**src/rtl/core/tseq_pkg.sv**
```systemverilog
// tseq_pkg: shared types, command and result codes for the event queue
// no dependencies
package tseq_pkg;

	localparam int DefQueueDepth = 32;
	localparam int DefTimeWidth  = 32;
	localparam logic [15:0] DEFAULT_TPB = 16'd96;

	localparam logic [2:0] CMD_TICK   = 3'd0;
	localparam logic [2:0] CMD_INSERT = 3'd1;
	localparam logic [2:0] CMD_RESUME = 3'd2;
	localparam logic [2:0] CMD_FREEZE = 3'd3;
	localparam logic [2:0] CMD_JUMP   = 3'd4;
	localparam logic [2:0] CMD_CLEAR  = 3'd5;

	localparam logic [1:0] KIND_RELEASE = 2'd0;
	localparam logic [1:0] KIND_EMPTIED = 2'd1;
	localparam logic [1:0] KIND_PASS    = 2'd2;
	localparam logic [1:0] KIND_REJECT  = 2'd3;

	typedef enum logic [1:0] {
		OP_TICK,
		OP_INSERT,
		OP_CLEAR
	} op_t;

	// outputs of one result item
	typedef struct packed {
		logic        strobe;
		logic [1:0]  kind;
		logic [31:0] tag;
		logic        last;
	} res_t;

endpackage

```
**src/rtl/core/tseq_fifo.sv**
```systemverilog
// tseq_fifo: two-entry queue of ops between front and back
// uses tseq_pkg
module tseq_fifo import tseq_pkg::*; #(
	parameter int TIME_WIDTH = DefTimeWidth
) (
	input  logic                  clk,
	input  logic                  arst_n,
	input  logic                  push,
	input  op_t                   push_op,
	input  logic [TIME_WIDTH-1:0] push_time,
	input  logic                  push_imm,
	input  logic [31:0]           push_tag,
	input  logic                  pop,
	output logic                  full,
	output logic                  empty,
	output op_t                   head_op,
	output logic [TIME_WIDTH-1:0] head_time,
	output logic                  head_imm,
	output logic [31:0]           head_tag
);

	localparam int W = 2 + TIME_WIDTH + 1 + 32;
	logic [W-1:0] mem_q [2];
	logic         wp_q, rp_q;
	logic [1:0]   cnt_q;
	logic [W-1:0] hd;

	assign full  = cnt_q == 2'd2;
	assign empty = cnt_q == 2'd0;
	assign hd = mem_q[rp_q];
	assign head_op   = op_t'(hd[W-1 -: 2]);
	assign head_time = hd[W-3 -: TIME_WIDTH];
	assign head_imm  = hd[32];
	assign head_tag  = hd[31:0];

	// storage
	always_ff @(posedge clk) begin
		if (push && !full) mem_q[wp_q] <= {push_op, push_time, push_imm, push_tag};
	end

	// pointers
	always_ff @(posedge clk or negedge arst_n) begin
		if (!arst_n) begin
			wp_q <= 1'b0;
			rp_q <= 1'b0;
			cnt_q <= '0;
		end else begin
			if (push && !full) wp_q <= !wp_q;
			if (pop && !empty) rp_q <= !rp_q;
			cnt_q <= cnt_q + 2'((push && !full) ? 1 : 0) - 2'((pop && !empty) ? 1 : 0);
		end
	end

endmodule

```
**config.mk**
```make
export PLATFORM = sky130hd
export DESIGN_NAME = tseq_fifo
export DESIGN_NICKNAME = d
export VERILOG_FILES = /design/src/rtl/core/tseq_pkg.sv /design/src/rtl/core/tseq_fifo.sv
export SDC_FILE = /design/constraint.sdc
export NUM_CORES = 1
export LEC_CHECK = 0
export ABC_AREA = 1
export CORE_MARGIN = 1
export CORE_UTILIZATION = 35
export DETAILED_ROUTE_END_ITERATION = 8
export DONT_BUFFER_PORTS = 1
export GPL_TIMING_DRIVEN = 0
export MAX_ROUTING_LAYER = met4
export PLACE_DENSITY = 0.56
export REMOVE_ABC_BUFFERS = 1
export SYNTH_ARGS = -nofsm -noshare
export SYNTH_HDL_FRONTEND = slang
export SYNTH_SLANG_ARGS = --single-unit
```
**constraint.sdc**
```tcl
create_clock -name clk -period 4.9 [get_ports clk]
set_input_delay 0 -clock clk [delete_from_list [all_inputs] [get_ports clk]]
set_output_delay 0 -clock clk [all_outputs]
set_load 0.005 [all_outputs]
```
==> results.cfg <==
[timing]
hold_violations = 0
slew_viol_final = 0
fin_crit_sh = 0.522
whs_ps = 240
setup_viol = 0
layout_min_cycle_time_ps = 2560
tightest_slew_ps = 1210
setup_slack_ps = 2340
rsz0062_at_grt = false
finClkSkew_ps = 7.30
slew_headroom = 0.190
max_freq_ghz = 0.391

[placed_design]
dp.cells = 552
gp_congestion = 0.714
placed_cell_area_um2 = 5310
dp_slack_ps = 2640
hpwl_mm = 5.71
port-buffer-count = 0

[cts]
cts_resized = 0
cts_tree = done
clk_latency_ps = 410
clock-sinks = 138
cts.clk_slew.worst_paths_ps = 50
cts_max_level = 4
clockRootBuffer = clkbuf_16
clk_path_buf_depth = 2
cts_buffers = 17

[global_route]
grt_max_degree = 69
grt_pass1_vias = 2864
grt_use_met2 = 0.226
grt.overflow.total = 0
grt_first_pass_wirelength_mm = 14.5
grt_use_met1 = 0.149
met3_usage = 0.0498
grt.busiest_layer = met2
grt_usage = 0.139
grt_antenna_before_repair = 0

[setup_path]
crit_path_top_delay_cell = inv_2
crit_chain = buf_12 > inv_2 > nand2_1 > nand2_1
worst-setup-path-type = flop to output port
start_kind = flop
crit_path_end_kind = output port
crit_arrival_ps = 2560
r2r_cells = 4
cp_slowest_stage_delay_ps = 890
cp_max_fo = 68
required_ps = 4900
rr_endpoint = rp_q$_DFFE_PN0P_
cpMostUsedCell = nand2_1
ff2ff_setup_slack_ps = 2710
r2r-start = rp_q$_DFFE_PN0P_

[pwr]
p_leak_uw = 0.00257
peakVddDrop_mv = 0.627
power_density_nw_per_um2 = 558

[synth]
yosysSeqAreaShare = 0.806
syn_area_per_cell_um2 = 13.3
ys_ff_latch = 138
ys_types = 11
netlist_area_um2 = 5120
synth_cells = 384
ys_warn_count = 0

[outcome]
status = finished clean

[route]
drtPass1Iterations = 4
wire_per_inst_um = 14.7
ant_nets = 0
drt_wl_total_mm = 9.57
via_count = 2929
drcViolationCount = 0
via_per_inst = 4.51
drtIter0Drc = 119

[layout]
diodes = 0
area_delta_synth_final_pct = 27.2
instances_no_fill = 650
fin_nets = 535
fin_area_um2 = 6510
layout_common_cells = nand2_1 (214), edfxtp_1 (134), dlygate4sd3_1 (71), clkbuf_16 (17), inv_1 (9)
final_common_cell = nand2_1
post_route_cells_drive_above_1_share = 0.0574

[run]
maxCapViolCount = 0

[min_path]
holdCritPathClass = input pin to flop
min_from = push_time[16]
hold_depth = 1
worst_hold_path.endpoint = mem_q[0][49]$_DFFE_PP_

[floorplanning]
fp.dieW_um = 123
ioPinCount = 140
dieHeight_um = 123
core_area_um2 = 14100
dieArea_um2 = 15100
core.rowCount = 43
start_util = 0.363
-- cells in the mapped netlist --
| cell | n | share of area |
|---|---|---|
| ha_1 | 2 | 0.0049 |
| edfxtp_1 | 134 | 0.79 |
| inv_1 | 10 | 0.0073 |
| dfrtp_1 | 4 | 0.020 |
| nor2_1 | 1 | 0.00073 |
| buf_4 | 2 | 0.0029 |
| nand3_1 | 3 | 0.0029 |
| inv_2 | 1 | 0.00073 |
| buf_2 | 9 | 0.0088 |
| buf_6 | 4 | 0.0088 |
| nand2_1 | 214 | 0.16 |
-- worst max-delay path, delay by kind of cell, from the launching register on --
kind / cells / cell delay (ps)
buffers and inverters: 2 / 1180
AND/OR/NAND/NOR: 2 / 290
flip-flops: 1 / 640
-- what timing repair did --
action	CTS	global route
hold endpoints to repair	140	0
setup endpoints to repair	0	0
hold buffers	71	0
setup buffers	0	0
-- per-layer routing --
| layer | vias up | share of wire |
|---|---|---|
| li1 | 1437 | - |
| met1 | 1382 | 0.40 |
| met5 | - | 0 |
| met2 | 97 | 0.51 |
| met4 | 0 | 0.020 |
| met3 | 13 | 0.068 |
-- stage by stage --
step / total power, uW / utilization / setup TNS (ps)
2_1_floorplan: 2280 / - / 0
4_1_cts: 3710 / 0.462 / 0
6_report: 3630 / 0.462 / 0
5_1_grt: 3870 / 0.462 / 0
3_3_place_gp: 2550 / 0.372 / -44830
3_5_place_dp: 2560 / 0.377 / 0
-- flip-flops by register name, indices dropped and copies added (netlist names) --
| signal | cells |
|---|---|
| cnt_q | 2 |
| mem_q | 134 |
| rp_q | 1 |
| wp_q | 1 |
-- how the worst max path moves through the flow --
stage / start / to / slack, ps / cells past startpoint
after floorplan: cnt_q[1]$_DFF_PN0_ / mem_q[1][0]$_DFFE_PP_ / 1050 / 3
after global placement: cnt_q[1]$_DFF_PN0_ / mem_q[1][53]$_DFFE_PP_ / -670 / 3
after detailed placement: rp_q$_DFFE_PN0P_ / rp_q$_DFFE_PN0P_ / 2640 / 4
after CTS: rp_q$_DFFE_PN0P_ / head_tag[17] / 2210 / 4
after global routing: rp_q$_DFFE_PN0P_ / head_tag[2] / 2000 / 4
final: rp_q$_DFFE_PN0P_ / head_tag[17] / 2340 / 4
-- cell type report --
| cell class | instances | area (um^2) |
|---|---|---|
| Clock inverter | 8 | 58.8 |
| Multi-Input combinational cell | 220 | 855 |
| Timing Repair Buffer | 74 | 771 |
| Inverter | 11 | 43.8 |
| Sequential cell | 138 | 4130 |
| Clock buffer | 19 | 433 |
| Fill cell | 1288 | 7580 |
| Tap cell | 180 | 225 |
-- report_power, final --
group          switching, uW  internal (uW)  total, uW
registers                102           1610       1710
clock network            414            670       1080
logic                    603            232        835
-- logic make-up after synthesis --
group,Yosys count,synth area share
buf+inv,26,0.0286
flops,138,0.806
simple gates,218,0.161
fa+ha+maj,2,0.00489
Note: power is estimated with default switching activity, not from simulation.
