`src/rtl/core/tseq_pkg.sv`:
```
// tseq_pkg: shared types, command and result codes for the event queue
// no dependencies
package tseq_pkg;

	localparam int DefQueueDepth = 32;
	localparam int DefTimeWidth  = 32;
	localparam logic [15:0] DEFAULT_TPB = 16'd96;

	localparam logic [2:0] CMD_TICK   = 3'd0;
	localparam logic [2:0] CMD_INSERT = 3'd1;
	localparam logic [2:0] CMD_RESUME = 3'd2;
	localparam logic [2:0] CMD_FREEZE = 3'd3;
	localparam logic [2:0] CMD_JUMP   = 3'd4;
	localparam logic [2:0] CMD_CLEAR  = 3'd5;

	localparam logic [1:0] KIND_RELEASE = 2'd0;
	localparam logic [1:0] KIND_EMPTIED = 2'd1;
	localparam logic [1:0] KIND_PASS    = 2'd2;
	localparam logic [1:0] KIND_REJECT  = 2'd3;

	typedef enum logic [1:0] {
		OP_TICK,
		OP_INSERT,
		OP_CLEAR
	} op_t;

	// outputs of one result item
	typedef struct packed {
		logic        strobe;
		logic [1:0]  kind;
		logic [31:0] tag;
		logic        last;
	} res_t;

endpackage

```
`src/rtl/core/tseq_front.sv`:
```
// tseq_front: accepts commands, keeps time, beat position and freeze,
// and hands classified ops to the back part through a short queue; uses tseq_pkg
module tseq_front import tseq_pkg::*; #(
	parameter int TIME_WIDTH = DefTimeWidth
) (
	input  logic                  clk,
	input  logic                  arst_n,
	input  logic                  start,
	input  logic [2:0]            cmd,
	input  logic [23:0]           delay_ticks,
	input  logic [31:0]           payload,
	input  logic                  cfg_we,
	input  logic [15:0]           cfg_data,
	input  logic                  q_full,
	input  logic                  q_empty,
	input  logic                  back_idle,
	output logic                  busy,
	output logic                  push,
	output op_t                   push_op,
	output logic [TIME_WIDTH-1:0] push_time,
	output logic                  push_imm,
	output logic [31:0]           push_tag
);

	logic [TIME_WIDTH-1:0] now_q;
	logic [15:0]           tib_q;
	logic [15:0]           tpb_q;
	logic                  frozen_q;
	logic [15:0]           tpb_eff;
	logic [15:0]           tib_inc;
	logic [15:0]           adv;
	logic [TIME_WIDTH-1:0] now_jump;
	logic                  acc;

	assign tpb_eff = (tpb_q == 16'd0) ? DEFAULT_TPB : tpb_q;
	// ops are taken one at a time: the next waits until the back is done
	assign busy = !q_empty || !back_idle || push;
	assign acc  = start && !busy;
	assign tib_inc = tib_q + 16'd1;
	assign adv = (tib_q < tpb_eff) ? (tpb_eff - tib_q) : 16'd1;
	assign now_jump = now_q + TIME_WIDTH'(adv);

	// configuration register
	always_ff @(posedge clk or negedge arst_n) begin
		if (!arst_n) begin
			tpb_q <= DEFAULT_TPB;
		end else if (cfg_we) begin
			tpb_q <= cfg_data;
		end
	end

	// command decode and time keeping
	always_ff @(posedge clk or negedge arst_n) begin
		if (!arst_n) begin
			now_q    <= '0;
			tib_q    <= '0;
			frozen_q <= 1'b0;
			push     <= 1'b0;
			push_op  <= OP_TICK;
			push_time <= '0;
			push_imm <= 1'b0;
			push_tag <= '0;
		end else begin
			push <= 1'b0;
			if (acc && !q_full) begin
				push_tag <= payload;
				push_imm <= 1'b0;
				case (cmd)
					CMD_TICK, CMD_RESUME: begin
						if (cmd == CMD_RESUME) frozen_q <= 1'b0;
						now_q <= now_q + 1'b1;
						tib_q <= (tib_inc >= tpb_eff) ? 16'd0 : tib_inc;
						push_time <= now_q + 1'b1;
						push_op <= OP_TICK;
						push <= (cmd == CMD_RESUME) || !frozen_q;
					end
					CMD_JUMP: begin
						frozen_q <= 1'b0;
						now_q <= now_jump + 1'b1;
						tib_q <= (16'd1 >= tpb_eff) ? 16'd0 : 16'd1;
						push_time <= now_jump + 1'b1;
						push_op <= OP_TICK;
						push <= 1'b1;
					end
					CMD_INSERT: begin
						push_op <= OP_INSERT;
						push_imm <= (delay_ticks == 24'd0);
						push_time <= now_q + TIME_WIDTH'(delay_ticks);
						push <= 1'b1;
					end
					CMD_FREEZE: begin
						frozen_q <= 1'b1;
					end
					CMD_CLEAR: begin
						push_op <= OP_CLEAR;
						push <= 1'b1;
					end
					default: begin
					end
				endcase
			end
		end
	end

endmodule

```
`config.mk`:
```
export PLATFORM = sky130hd
export DESIGN_NAME = tseq_front
export DESIGN_NICKNAME = d
export VERILOG_FILES = /design/src/rtl/core/tseq_pkg.sv /design/src/rtl/core/tseq_front.sv
export SDC_FILE = /design/constraint.sdc
export NUM_CORES = 1
export LEC_CHECK = 0
export BUFFER_PORTS_ARGS = -buffer_cell sky130_fd_sc_hd__buf_2
export CAP_MARGIN = 30
export CORE_MARGIN = 5
export CORE_UTILIZATION = 50
export CTS_CLUSTER_SIZE = 40
export DETAILED_ROUTE_END_ITERATION = 7
export PLACE_DENSITY_LB_ADDON = 0.1
export SYNTH_ARGS = -nofsm -noshare
export SYNTH_HDL_FRONTEND = slang
export SYNTH_SLANG_ARGS = --single-unit
```
`constraint.sdc`:
```
create_clock -name clk -period 7.8 [get_ports clk]
set_input_delay 1.95 -clock clk [delete_from_list [all_inputs] [get_ports clk]]
set_output_delay 1.95 -clock clk [all_outputs]
set_load 0.03 [all_outputs]
```
==> results.txt <==
clk buf depth = 2
initial antenna violation count = 0
post-DR wirelength/cell = 18.54 um
clk root buf = clkbuf_16
pin count of the biggest net entering global routing = 88
Post-DRT Antenna Nets = 0
drt pass-1 iters = 5
Setup WS post-layout = 2.065 ns
Post-synth EDFFs = 0
DR iter-0 viols = 801
grt ovf = 0
Port Buffers = 150
largest family of logic cells by synthesized area = compound AO/OA/AOI/OAI gates
syn_area_per_cell = 8.192 um2
Slew headroom = 41.29%
Place WS = 2.144 ns
# clock sinks = 133
Worst EP arrival = 6.03 ns
post-layout util = 57.85%
Worst-Skew Late Latency = 0.43 ns
async set-reset flop share out of synthesis = 100.0%
Die Span Y = 156.1 um
# Post-CTS Setup Buffers = 0
Least-Margin Pin Slew = 0.8807 ns
class of the worst hold path = register to register
total negative slack = 0 ns
final period utilization = 73.52%
total wire length = 31,270 um
Post-CTS Hold Buffers = 0
Critical Path Source Type = register
crit path kind = register to register
Num CTS Buffers = 17
required time worst endpoint = 8.10 ns
PwrDens = 260.8 nW/um2
IO Pins = 151
GPL Wtd Cong = 0.9837
layout cells sized above 1 = 18.71%
Yosys reg bits = 133
NumNets Final = 1,558
total power = 0.003171 W
Cell variety after synth = 79
Core ar. = 21,020 um2
CTS tree = yes
# setup viols final = 0
Starting Density = 50.78%
final hold violations = 0
critical path peak fanout = 16
Peak VDD IR = 170.9 uV
Post-Synth Simple-Gate Area = 19.83%
Min Hold Slack = 0.4777 ns
Total GRT Usage = 25.54%
via count = 10,160
reg2reg setup slack = 2.07 ns
number of vias per cell = 6.026
crit path capture type = register
Synth Area in Compound Gates = 22.41%
final slew viol count = 0
post-synthesis xor/xnor area fraction = 7.303%
num rows = 53
vias in the first global route = 9,613
die area = 24,370 um2
static leakage = 5.532 nW
min cycle time layout = 5.735 ns
MaxCap Viol Count = 0
Die X = 156.1 um
Gates resized, CTS repair = 0
Final HPWL DP = 23,130 um
fraction of synthesized area in multiplexers = 3.950%
adder-cell share of the synthesized area = 9.354%
FMAX = 0.1744 GHz
Worst-path clk slew = 0.07 ns
Synth-to-Final Area Change = 13.93%
prevailing post-synth register cell = dfrtp_1
H-tree levels = 4
RSZ-0062 raised after global routing = no
Seq/Total Area, Yosys = 31.20%
Post-Synthesis Cells = 1,303
Antenna Diode Count = 0
first-pass GRT wire length = 50,360 um
outcome = finished, final reports clean
hold path cells = 2
skew final = 0.01031 ns
Synth Net Count = 1,463
Yosys warnings = 0
DRC = 0
cells on worst reg2reg path = 24
Cell Area, Synth = 10,670 um2
area by class of cell:
| class | instances | area, um2 |
|---|---|---|
| Inverter | 71 | 266.5 |
| Timing Repair Buffer | 163 | 854.6 |
| Sequential cell | 133 | 3331 |
| Clock buffer | 17 | 425.4 |
| Tap cell | 275 | 344.1 |
| Multi-Input combinational cell | 1012 | 6730 |
| Fill cell | 1908 | 8861 |
| Clock inverter | 15 | 209.0 |
where the power goes:
group	switching (W)	internal, W	total [W]
combinational	0.000833	0.000518	0.00135
sequential	0.000121	0.000822	0.000943
clock	0.000382	0.000494	0.000876
total	0.00134	0.00183	0.00317
registers in the layout, summed over array words and instances, names as in the netlist:
signal	cells
push_op	2
push	1
now_q	32
tib_q	16
push_imm	1
frozen_q	1
tpb_q	16
push_time	32
push_tag	32
path summary, 6_finish.rpt:
| path | endpoint | start |
|---|---|---|
| min in group asynchronous | tib_q[10] | arst_n |
| max in group asynchronous | now_q[24] | arst_n |
| min reg2reg | push_time[5] | push_time[5] |
| max reg2reg | push_time[18] | tpb_q[9] |
| min | push_time[5] | push_time[5] |
| max | push_time[18] | tpb_q[9] |
through the flow:
step	instances	cell area [um2]
after floorplan	1303	10670
after global placement	1652	11510
after detailed placement	1654	11530
after CTS	1686	12160
after global routing	1686	12160
final	1686	12160
logic make-up (layout without fill, tap and decap cells):
| kind of cell | count (synthesis) | in the layout |
|---|---|---|
| buf+inv | 158 | 266 |
| flops | 133 | 133 |
| mux | 38 | 38 |
| simple gates | 444 | 444 |
| fa+ha+maj | 78 | 78 |
| xor+xnor | 89 | 89 |
| compound gates | 363 | 363 |
cells in the final DEF (no fill, tap or decap), types with 11 or more instances in the layout:
cell type and n:
nor4_1 16, o21ai_1 13, and3_1 13, o21a_1 19, nor2_1 115, a31oi_1 16
nor3_1 42, buf_2 149, inv_1 71, dfrtp_1 131, o21ai_0 85, nand3_1 41
o22ai_1 22, xnor2_1 50, ha_1 75, or3_1 11, xor2_1 39, clkbuf_16 17
buf_4 13, nand2_1 132, a21oi_1 81, a21o_1 16, nand4_1 21, o211ai_1 14
mux2_2 33
worst max-delay path, stage by stage, from the launching register on:
cell,delay [ns]
dfrtp_1,0.40
or4_1,0.53
nor4_1,0.23
nand4_1,0.14
nand2b_1,0.19
o21ai_1,0.23
ha_1,0.25
nor2_1,0.09
a21oi_1,0.20
o211ai_1,0.14
nand3b_1,0.15
nand2b_1,0.07
a31o_2,0.34
nor2_1,0.17
ha_1,0.16
inv_1,0.05
fa_1,0.44
a211oi_2,0.27
o211ai_1,0.24
a211oi_2,0.42
nor2_4,0.14
a21oi_2,0.18
nor3_1,0.06
a2111oi_0,0.39
o21ai_1,0.10
cell usage after synthesis, types with 6 or more instances:
library cell	number	area, um2
nor3_1	42	210.2
o21ai_1	15	75.07
a221oi_1	9	78.83
ha_1	75	938.4
xor2_1	39	341.6
o22ai_1	22	137.6
nand2_1	132	495.5
clkbuf_1	54	202.7
buf_2	27	135.1
nor2_1	115	431.7
a21o_1	16	120.1
a21oi_1	81	405.4
a211oi_2	6	75.07
and2_1	7	43.79
a211oi_1	6	45.04
nor2b_1	8	50.05
and4_1	6	52.55
inv_1	71	266.5
nand3b_1	7	52.55
o21a_1	19	142.6
o21ai_0	85	425.4
nand4_1	21	131.4
a22o_1	7	61.31
nand3_1	41	205.2
or3_1	11	68.82
nand2b_1	6	37.54
mux2_2	33	371.6
dfrtp_1	131	3278
and3_1	13	81.33
nor4_1	16	100.1
o211ai_1	14	105.1
xnor2_1	50	437.9
a31oi_1	16	100.1
metal layers:
layer / share of wire [%] / routed length, um / GRT usage [%] / vias to the layer above
li1: - / - / - / 4874
met3: 8.5 / 2669 / 5.132 / 62
met2: 43 / 13450 / 37.92 / 437
met4: 3.3 / 1025 / 10.74 / 0
met5: 0 / 0 / 0 / -
met1: 45 / 14120 / 36.36 / 4787
Power figures use the tool's default switching activity.
